[config.mk]
export PLATFORM = sky130hd
export DESIGN_NAME = rsv_strand
export DESIGN_NICKNAME = d
export VERILOG_FILES = /design/src/rsv_pkg.sv /design/src/rsv_strand.sv
export SDC_FILE = /design/constraint.sdc
export NUM_CORES = 1
export LEC_CHECK = 0
export BUFFER_PORTS_ARGS = -buffer_cell sky130_fd_sc_hd__buf_4
export CORE_ASPECT_RATIO = 0.75
export CORE_UTILIZATION = 30
export DETAILED_ROUTE_END_ITERATION = 12
export HOLD_SLACK_MARGIN = 0.1
export SKIP_CTS_REPAIR_TIMING = 1
export SLEW_MARGIN = 5
export SYNTH_ARGS = -nofsm -noshare
export SYNTH_HDL_FRONTEND = slang
export SYNTH_SLANG_ARGS = --single-unit
[constraint.sdc]
create_clock -name clk -period 4.62 [get_ports clk]
set_clock_uncertainty 0.1 [all_clocks]
set_input_delay 0.231 -clock clk [delete_from_list [all_inputs] [get_ports clk]]
set_output_delay 0.231 -clock clk [all_outputs]
set_load 0.02 [all_outputs]
[src/rsv_pkg.sv]
// ----------------------------------------------------------------------------
// rsv_pkg - shared types and constants of the rna structure validator
// Request and result payload structs, verdict codes, character codes and
// the base classification and pairing functions.
// ----------------------------------------------------------------------------
`default_nettype none

package rsv_pkg;

  // default strand length limit (stack depth)
  localparam int MAX_LEN_DEF = 4096;

  // widths fixed by the payload
  localparam int CHAR_W   = 8;
  localparam int POS_W    = 12;
  localparam int STATUS_W = 3;

  // verdict codes
  localparam logic [STATUS_W-1:0] ST_OK       = 3'd0;
  localparam logic [STATUS_W-1:0] ST_BAD_BASE = 3'd1;
  localparam logic [STATUS_W-1:0] ST_NO_OPEN  = 3'd2;
  localparam logic [STATUS_W-1:0] ST_NO_PAIR  = 3'd3;
  localparam logic [STATUS_W-1:0] ST_UNCLOSED = 3'd4;
  localparam logic [STATUS_W-1:0] ST_TOO_LONG = 3'd5;

  // ascii codes
  localparam logic [CHAR_W-1:0] CH_OPEN  = 8'h28;  // (
  localparam logic [CHAR_W-1:0] CH_CLOSE = 8'h29;  // )
  localparam logic [CHAR_W-1:0] CH_A     = 8'h41;
  localparam logic [CHAR_W-1:0] CH_U     = 8'h55;
  localparam logic [CHAR_W-1:0] CH_C     = 8'h43;
  localparam logic [CHAR_W-1:0] CH_G     = 8'h47;
  localparam logic [CHAR_W-1:0] CH_T     = 8'h54;

  typedef struct packed {
    logic [CHAR_W-1:0] base;
    logic [CHAR_W-1:0] bracket;
    logic              last;
  } item_t;

  typedef struct packed {
    logic [STATUS_W-1:0] status;
    logic [POS_W-1:0]    position;
    logic [CHAR_W-1:0]   open_base;
    logic [CHAR_W-1:0]   close_base;
  } result_t;

  // stack control from the strand checker
  typedef struct packed {
    logic              push;
    logic              pop;
    logic              clear;
    logic [CHAR_W-1:0] data;
  } stack_ctrl_t;

  // stack status towards the strand checker
  typedef struct packed {
    logic              empty;
    logic              single;
    logic [CHAR_W-1:0] top;
  } stack_stat_t;

  function automatic logic base_ok(input logic [CHAR_W-1:0] c);
    return c inside {CH_G, CH_C, CH_A, CH_U, CH_T};
  endfunction

  function automatic logic pair_ok(input logic [CHAR_W-1:0] o,
                                   input logic [CHAR_W-1:0] c);
    return (o == CH_A && c == CH_U) || (o == CH_C && c == CH_G) ||
           (o == CH_G && c == CH_C) || (o == CH_G && c == CH_U) ||
           (o == CH_U && c == CH_G) || (o == CH_U && c == CH_A);
  endfunction

endpackage

`default_nettype wire

[src/rsv_strand.sv]
// ----------------------------------------------------------------------------
// rsv_strand - per-strand checker
// Position counter, first sequence fault, first structure fault and the
// overflow flag; drives the stack and forms the verdict on the last item.
// ----------------------------------------------------------------------------
`default_nettype none

module rsv_strand #(
  parameter int MAX_LEN = rsv_pkg::MAX_LEN_DEF
) (
  input  wire                  clk,
  input  wire                  rst,
  input  wire                  advance,
  input  rsv_pkg::item_t       item,
  input  wire                  check,
  input  rsv_pkg::stack_stat_t stat,
  output rsv_pkg::stack_ctrl_t ctrl,
  output rsv_pkg::result_t     verdict
);

  localparam int IDX_W  = $clog2(MAX_LEN + 1);
  localparam int POS_W  = rsv_pkg::POS_W;
  localparam int CHAR_W = rsv_pkg::CHAR_W;

  logic [IDX_W-1:0]         idx, idx_next;
  logic                     seq_valid, seq_valid_next;
  logic [POS_W-1:0]         seq_pos, seq_pos_next;
  logic [CHAR_W-1:0]        seq_char, seq_char_next;
  logic                     pair_valid, pair_valid_next;
  logic [rsv_pkg::STATUS_W-1:0] pair_kind, pair_kind_next;
  logic [POS_W-1:0]         pair_pos, pair_pos_next;
  logic [CHAR_W-1:0]        pair_open, pair_open_next;
  logic [CHAR_W-1:0]        pair_close, pair_close_next;
  logic                     overflow, overflow_next;

  logic                     examined;
  logic                     act;
  logic                     is_open;
  logic                     is_close;
  logic                     filled_after;
  logic [IDX_W+POS_W-1:0]   pos_wide;
  logic [POS_W-1:0]         pos;

  assign examined = (idx < IDX_W'(MAX_LEN));
  assign act      = examined && check && !pair_valid;
  assign is_open  = act && (item.bracket == rsv_pkg::CH_OPEN);
  assign is_close = act && (item.bracket == rsv_pkg::CH_CLOSE);
  assign pos_wide = {{POS_W{1'b0}}, idx};
  assign pos      = pos_wide[POS_W-1:0];

  // stack requests
  assign ctrl.push  = advance && is_open;
  assign ctrl.pop   = advance && is_close && !stat.empty;
  assign ctrl.clear = advance && item.last;
  assign ctrl.data  = item.base;

  // fault capture for the current item
  always_comb begin
    idx_next        = idx;
    seq_valid_next  = seq_valid;
    seq_pos_next    = seq_pos;
    seq_char_next   = seq_char;
    pair_valid_next = pair_valid;
    pair_kind_next  = pair_kind;
    pair_pos_next   = pair_pos;
    pair_open_next  = pair_open;
    pair_close_next = pair_close;
    overflow_next   = overflow;
    if (!examined) begin
      overflow_next = 1'b1;
    end else begin
      idx_next = idx + IDX_W'(1);
      if (!rsv_pkg::base_ok(item.base) && !seq_valid) begin
        seq_valid_next = 1'b1;
        seq_pos_next   = pos;
        seq_char_next  = item.base;
      end
      if (is_close) begin
        if (stat.empty) begin
          pair_valid_next = 1'b1;
          pair_kind_next  = rsv_pkg::ST_NO_OPEN;
          pair_pos_next   = pos;
          pair_open_next  = '0;
          pair_close_next = '0;
        end else if (!rsv_pkg::pair_ok(stat.top, item.base)) begin
          pair_valid_next = 1'b1;
          pair_kind_next  = rsv_pkg::ST_NO_PAIR;
          pair_pos_next   = pos;
          pair_open_next  = stat.top;
          pair_close_next = item.base;
        end
      end
    end
  end

  // stack occupancy once this item is applied
  always_comb begin
    if (is_open) begin
      filled_after = 1'b1;
    end else if (is_close && !stat.empty) begin
      filled_after = !stat.single;
    end else begin
      filled_after = !stat.empty;
    end
  end

  // verdict by priority
  always_comb begin
    verdict = '0;
    if (seq_valid_next) begin
      verdict.status     = rsv_pkg::ST_BAD_BASE;
      verdict.position   = seq_pos_next;
      verdict.close_base = seq_char_next;
    end else if (pair_valid_next) begin
      verdict.status   = pair_kind_next;
      verdict.position = pair_pos_next;
      if (pair_kind_next == rsv_pkg::ST_NO_PAIR) begin
        verdict.open_base  = pair_open_next;
        verdict.close_base = pair_close_next;
      end
    end else if (overflow_next) begin
      verdict.status = rsv_pkg::ST_TOO_LONG;
    end else if (check && filled_after) begin
      verdict.status = rsv_pkg::ST_UNCLOSED;
    end
  end

  // strand state, cleared after the last item
  always_ff @(posedge clk) begin
    if (rst) begin
      idx        <= '0;
      seq_valid  <= 1'b0;
      pair_valid <= 1'b0;
      overflow   <= 1'b0;
    end else if (advance) begin
      if (item.last) begin
        idx        <= '0;
        seq_valid  <= 1'b0;
        pair_valid <= 1'b0;
        overflow   <= 1'b0;
      end else begin
        idx        <= idx_next;
        seq_valid  <= seq_valid_next;
        pair_valid <= pair_valid_next;
        overflow   <= overflow_next;
      end
    end
  end

  always_ff @(posedge clk) begin
    if (advance) begin
      seq_pos    <= seq_pos_next;
      seq_char   <= seq_char_next;
      pair_kind  <= pair_kind_next;
      pair_pos   <= pair_pos_next;
      pair_open  <= pair_open_next;
      pair_close <= pair_close_next;
    end
  end

endmodule

`default_nettype wire

* Yosys cells after proc, flatten, opt, wreduce, memory -nomap -nowiden
Index checks and enable logic that the tools add are counted.
Operators by class: add/subtract/negate cells 1, multipliers 0, div/mod/pow operators 0, $lt $le $gt $ge 1, equal/unequal tests 12, shifts and indexed selects 0, muxes and demuxes 42, bitwise logic cells 0, reductions and logical operators 30
Operators by type and width (number):
- $mux 8 | 12
- $eq 8x7->1 const B | 9
- $mux 12 | 6
- $mux 28 | 1
- $mux 13 | 2
- $mux 3 | 7
- $logic_and 1x1->1 | 17
- $eq 8x6->1 const B | 2
- $mux 16 | 1
- $mux 15 | 1
- $add 13x1->13 const B | 1
- $lt 13x13->1 const B | 1
- $mux 1 | 12
- $logic_not 1->1 | 5
- $logic_or 1x1->1 | 5
- $reduce_bool 5->1 | 1
- $eq 3x2->1 const B | 1
- $reduce_and 2->1 | 1
- $reduce_bool 2->1 | 1
Storage, ports and cells: register bits after elaboration 67, bits in latches 0, memory bits (writable) 0, ROM bits 0, word-level logic and storage cells 96, memories kept 0

* Longest topological paths before layout
Gate-level depths: netlist of the first run.
depth after elaboration 15, mapped depth 9

* Worst setup path after synthesis of the first run
No wires, ideal clock.
path kind register to output, from register pair_valid, to output verdict[10] (netlist bit), arrival time 2293 ps, data required time 4289 ps, path slack 1996 ps, cell stages (with the launch flop) 9, path through dfxtp_1 -> buf_6 -> nor4b_4 -> and3_4 -> and2_4 -> o211ai_4 -> a221o_1 -> buf_6 -> nor3_1
RTL lines:
- start, declared | RTL line rsv_strand.sv:29 | logic pair_valid, pair_valid_next;
- start signal, assigned | RTL line rsv_strand.sv:144 | pair_valid <= pair_valid_next;
- end, declared | RTL line rsv_strand.sv:18 | output rsv_pkg::result_t verdict

==> summary by stage, run 1 <==
Pwr
The final total power is 1.52 mW. The total power per unit cell area is 322 nW/um^2. The leakage power figure is 1.80 nW. The largest vdd supply drop is 0.163 mV.

Yosys
Counting every net in the synthesized netlist gives 395. The mapped cell area is 3800 um^2. The most instantiated flip-flop cell in the synthesis netlist is edfxtp_1. The Yosys warning count is 0. Summed over all instances, the cell type with the most area after synthesis is edfxtp_1. The number of distinct standard cells referenced by the synthesized netlist is 56. Sorting the synthesized cells by area gives the leading types as edfxtp_1 40%, mux2_2 9.5%, dfxtp_1 8.4%. The number of instances in the synthesized netlist is 363. By count the netlist is led by 56 x nor2_1, 51 x edfxtp_1, 32 x mux2_2. The number of enable-type register cells in the synthesized netlist is 51. After synthesis, the largest area contributor takes up between 40 and 50% of total cell area.

The mean post-synth cell area is ~10 um^2. The flop and latch count out of synthesis is 67. For this run, the register share of the synthesized area comes to 48.7%. The library cell with the highest instance count after synthesis is nor2_1. Counting flops with an async set or reset pin after synthesis yields a share of 0%.

Global routing
Entering global routing, the biggest net connects 61 pins. The initial antenna violation count was 0. Global routing used 15.8% of the available tracks. The via count of the first global-routing pass was approximately 2900.

For this run the aggregate overflow at the end of global routing stands at 0. The first global-routing pass estimated roughly 16 mm of wire.

Floorplanning
The number of top-level pins is 73. The standard cell core area is 12300 um^2. The die is 132 um wide. The area of the die is 13100 um^2. The height of the chip is 99.5 um.

The number of core rows is 35. Once the floorplan was initialized, standard cells occupied 30.9% of the core.

Clock network
The clock net sink count is 67. The number of CTS-inserted buffers is 9. The level count of the clock H-tree is 3.

After clock tree synthesis, the clock-pin slew on the worst setup and hold paths is 60 ps. The clock latency reported for the late side of the worst-skew pair is 330 ps. The clock tree from TritonCTS is done. The root cell of the clock tree is clkbuf_16. No sink is reached through more buffers than the 2 on the longest clock path.

Route
Once detail routing completed, the nets flagged for antenna violations numbered 0. The first routing iteration left 231 violations. The DRC violation count after routing is 0. The number of vias after detailed routing is 3052. The final wirelength is 10.2 mm. For this run, the detailed router's first-pass iteration total came to 4.

Dividing the detail-routed wire length by the instance count gives 17.1 um. The via density per instance is 5.13.

Timing
Based on the critical path, the design can be clocked at up to around 0.28 GHz. The worst hold slack across all endpoints is 120 ps. The worst path needs about 3500 ps of the cycle, external delays included. Setup repair after global routing left no endpoint under its margin. Setup violations remaining at the end of the flow were counted as 0.

The smallest setup slack after layout is 1070 ps. The relative slew slack is about a third. The count of final hold-check violations came to 0. The final clock period utilization by the worst path is 76.8%. Summed over all failing endpoints, the final setup total negative slack is 0 ps. At the pin with the least slew margin, the transition time is 1030 ps. The number of pins exceeding their max-slew limit in the final report was 0.

Setup path
STA classifies the critical path startpoint as a flop. The worst setup path is captured at an output port. Data on the critical path is required at its endpoint by 4290 ps. The largest fanout of any net on the critical path is 23. The number of cells on the worst reg-to-reg path is 6. For the worst setup path, the data arrival time is 3220 ps. The category of the most critical setup path is flop to output port.

Layout
The repair_antennas step left the layout with diodes totalling 0. Cells fill just under 40% of the core in the end. Leaving out filler cells and counting taps, the final layout contains 595. The final-stage net count is 456. The fraction of layout cells with a size suffix above 1 is around 33%. Compared with the post-synthesis result, the final layout area differs by 24.3%. The final instance area is 4730 um^2.

Place
Input and output buffers added on the ports amount to 72. Timing analysis after detailed placement gives a worst setup slack of 1420 ps. Once placement completed, the tool counted placed cells totaling 578.

Summed over all nets, the half-perimeter wirelength after detailed placement is 7.08 mm. The final weighted congestion in routability-driven placement is 0.783. In this run the cell area measured after placement is 4440 um^2.

Min path
The class of the worst hold path is primary input to flop. The instance count along the most critical hold path is 4.

Run
The number of violations of the max-capacitance limit is 0.

Run status
The run finished with clean final reports.
[cell type report]
| type | instances | area (um^2) |
|---|---|---|
| clock buffer | 9 | 225 |
| clock inverter | 7 | 53.8 |
| fill | 1238 | 7580 |
| inverter | 6 | 22.5 |
| multi-input combinational | 261 | 1770 |
| sequential | 67 | 1850 |
| tap | 166 | 208 |
| timing repair buffer | 79 | 596 |
[layer usage]
metal	global-route usage, %	vias up	wire length, um
met4	4.56	0	101
met3	3.62	6	646
met5	0	-	0
li1	-	1476	-
met2	23.0	100	4320
met1	23.2	1470	5090
[logic make-up (layout without fill, tap and decap cells)]
family,count (synthesis),in the layout,synth area share (%)
compound gates,71,71,13.4
xor+xnor,10,10,2.30
flops,67,67,48.7
simple gates,144,144,20.2
mux,35,35,10.3
buf+inv,35,101,4.87
fa+ha+maj,1,1,0.329
[where the power goes]
group | switching [mW] | leakage (nW) | internal [mW]
clock | 0.276 | 0.133 | 0.367
combinational | 0.103 | 1.03 | 0.0822
sequential | 0.0129 | 0.636 | 0.683
total | 0.391 | 1.80 | 1.13
[flip-flops by register name (all words and copies together) (netlist names)]
register / count
seq_pos: 12
overflow: 1
pair_close: 8
pair_open: 8
idx: 13
pair_valid: 1
seq_char: 8
pair_kind: 3
pair_pos: 12
seq_valid: 1
[worst max-delay path, stage by stage, from the launching register on]
cell	delay, ps
dfxtp_1	540
nor4b_4	380
nand4_1	360
inv_1	130
o31a_1	830
buf_4	270
a221oi_1	80
nor2_1	140
buf_4	150
[worst paths after layout]
kind	slack (ps)	startpoint	end
hold / removal	120	item[0]	idx[1]$_SDFFE_PP0P_
hold reg to reg	380	overflow$_SDFFE_PP0P_	overflow$_SDFFE_PP0P_
setup / recovery	1070	pair_valid$_SDFFE_PP0P_	verdict[19]
setup reg to reg	1430	pair_valid$_SDFFE_PP0P_	pair_pos[3]$_DFFE_PP_
[cells in the final DEF (no fill, tap or decap), types with 4 or more instances in the layout]
cell and count:
a21oi_1 18, a221oi_1 12, buf_4 78, clkbuf_16 9, dfxtp_1 16, edfxtp_1 51
inv_1 6, mux2_2 32, nand2_1 20, nand3_1 6, nand4_1 6, nor2_1 56
nor2b_1 9, nor3_1 10, o21ai_0 8, o22ai_1 10, o31ai_1 6, or2_2 4
or3_1 4, xor2_1 8
No activity file was read; power rests on OpenSTA's default activity.
==> inputs of run 2 (changes only) <==
==> constraint.sdc (replaced) <==
create_clock -name clk -period 2.9 [get_ports clk]
set_clock_uncertainty 0.1 [all_clocks]
set_input_delay 0.145 -clock clk [delete_from_list [all_inputs] [get_ports clk]]
set_output_delay 0.145 -clock clk [all_outputs]
set_load 0.02 [all_outputs]
==> summary by stage, run 2 (synthesized netlist as in run 1, its figures left out) <==
Timing
The count of final hold-check violations is 0. Setup repair after global routing could not meet its margin everywhere. The final clock period utilization by the worst path is between 90% and 100%. The number of pins exceeding their max-slew limit in the final report is 0.

At the pin with the least slew margin, the transition time is about 590 ps. The number of failing setup endpoints in the final timing report is 0. The worst pin sits at a relative slew slack of between 60% and 70%. Timing would allow up to 0.356 GHz. The final critical path time including I/O delays and setup is 2810 ps.

Min path
The worst hold path passes through 2 cells. The class of the worst hold path is primary input to flop. For hold timing, the worst endpoint is seq_char[7]$_DFFE_PP_. The startpoint of the tightest hold check path is item[16].

Floorplanning
The die width is 132 um. The die is 99.5 um tall. The number of top-level pins is 73.

The area of the die is about 13000 um^2. The initial utilization of the core area, before any placement, comes to 30.9%. The standard cell core area is 12300 um^2. Row generation in the floorplan step produced 35 rows.

Place
The count of buffers added on input and output ports is 72. The detailed placement HPWL is 7.13 mm. At the end of routability-driven placement, the weighted congestion stood at 0.810.

After detailed placement, the design holds a cell count of 587.

Route
Wires add up to 10.1 mm. The met2 wire length is 4.36 mm. The number of DRC violations after detailed-routing iteration 0 is between 200 and 250. The detailed router placed ~3100 vias in this run. The detailed router put a total of 5.06 mm of wire on met1. The met3 wirelength from detailed routing is 642 um. The via density per instance is just over 5. The highest signal layer in the routed design is met4. The DRC violation count after routing is 0. The first-pass detailed-route iteration total is 5. In this run the remaining antenna-violating nets after routing total 0. Dividing the detail-routed wire length by the instance count gives 16.7 um.

Layout
The sequential cells in the finished layout cover a total of 1850 um^2. In the layout the commonest cells are 88 x buf_4, 56 x nor2_1, 51 x edfxtp_1. The combined area of the multi-input logic cells is 1810 um^2. The final-stage net count is 467. 0 antenna diodes ended up in the layout. The number of fill cells is 1191.

The layout-stage area growth over the synthesis result is 27.8%. The largest registers in the layout are idx: 13 flops, pair_pos: 12 flops, seq_pos: 12 flops. Counting flops per register, the top entry is idx. The fraction of layout cells with a size suffix above 1 is a little over a third. The flip-flop count of the largest register, all copies and words added is 13. The non-filler instance count after layout is 606. The library cell used most frequently in the layout, excluding fill and tap cells, is buf_4.

Global routing
The global-route congestion overflow total is 0. The initial antenna violation count is 0. Global routing consumed, over all layers together, 15.7% of the routing resources. The first global-routing pass estimated between 15 and 20 mm of wire. The pin count of the biggest net entering global routing is 39. The via count of the first global-routing pass is 3013.

Pwr
Combinational logic is responsible for 12.2% of the overall power. The share of total power dissipated in the clock network is roughly 43%. Overall power consumption after layout is estimated at 2.49 mW. The internal portion of total power is 1.89 mW. The switching part of the total is 24.2%.

The register share of total power is 44.5%. Power spread over the standard cell area amounts to 512 nW/um^2. In this run the static leakage power is approximately 1.9 nW. The largest vdd supply drop is 0.256 mV.

The power dissipated by switching net loads is 0.601 mW.

Run
The number of violations of the max-capacitance limit is 0.

Setup path
For the worst setup path, the data arrival time is 2560 ps. For the worst flop-to-flop path, the logic depth is 7. By startpoint and endpoint, the worst setup path is classified as flop to output port. The type of element launching the critical path is a flop. The critical register-to-register path endpoint is pair_pos[7]$_DFFE_PP_. The data required time at the worst endpoint is 2650 ps.

The slowest stage of the critical path is the a221o_2 cell. In this design, the critical path's most frequently occurring cell is buf_4. The setup check on the worst reg-to-reg path leaves a slack of about 590 ps.

The worst reg2reg path startpoint is idx[12]$_SDFFE_PP0P_. The longest individual stage delay on the worst path is 410 ps. The kind of capture point of the worst setup path is an output port.

Traced cell by cell, the critical path runs through nor4b_4, and3_4, and2_4, o31ai_1, a221o_2, buf_4, o31ai_4, buf_4. In this run the worst path has a maximum fanout of 7.

Clock network
The level count of the clock H-tree is 3. The clock tree from TritonCTS is done. The number of CTS-inserted buffers is 9. Counting along the longest clock path gives a buffer depth of 2. Clock latency on the worst-skew pair, taken at its later pin, is approximately 330 ps. Counting every sink on the clock net gives 67.

The clock edge transition at the registers on the reported setup and hold paths is 50 ps. The tree is rooted in a clkbuf_16.

Run status
The flow ran to the end, and the final reports show no timing, DRC or antenna violations.
## run 2: changes by cell type in the layout (fill, tap and decap cells not counted), sizes merged
cell	change
buf	+10
clkinv	-1
dlygate4sd3	+1
bufinv	+1
## run 2: per-layer routing
metal / up-vias / GRT usage, %
met3: 5 / 3.52
met2: 114 / 23.0
li1: 1499 / -
met5: - / 0
met1: 1509 / 23.1
met4: 0 / 4.03
## run 2: how the worst max path moves through the flow
stage,from,to,slack (ps),depth (start not counted)
2_1_floorplan,pair_valid$_SDFFE_PP0P_,verdict[10],360,8
3_3_place_gp,item[11],verdict[6],200,9
3_5_place_dp,item[14],verdict[3],80,9
4_1_cts,pair_valid$_SDFFE_PP0P_,verdict[6],-90,8
5_1_grt,idx[12]$_SDFFE_PP0P_,verdict[7],-40,8
6_report,idx[12]$_SDFFE_PP0P_,verdict[6],90,8
## run 2: layout make-up
type | count | share of cell area [%]
tap | 166 | 4.27
multi-input combinational | 261 | 37.2
clock inverter | 7 | 1.39
timing repair buffer | 90 | 14.0
clock buffer | 9 | 4.63
inverter | 6 | 0.463
sequential | 67 | 38.1
## run 2: worst max-delay path: cells and delay by family (launching register included)
family	cells	cell delay, ps
AOI/OAI and AO/OA	3	770
buffers and inverters	2	380
DFF	1	330
and+or+nand+nor	3	750
## run 2: per-stage QoR
stage                     TNS, ps  area, um^2  util [%]  setup WS, ps  hold slack [ps]
after floorplan                 0        3800         -           362              114
after global placement          0        4510      36.6           204              220
after detailed placement        0        4510      36.6          78.9              218
after CTS                    -263        4800      39.0         -92.7             -130
after global routing        -38.9        4860      39.5         -38.9              109
final                           0        4860      39.5          92.5              103
## run 2: power by group through the flow
stage          Combinational [mW]  Clock, mW  Sequential (mW)
2_1_floorplan               0.164          0             1.12
3_3_place_gp                0.293          0             1.13
3_5_place_dp                0.297          0             1.13
4_1_cts                     0.298       1.09             1.11
5_1_grt                     0.328       1.13             1.11
6_report                    0.304       1.08             1.11
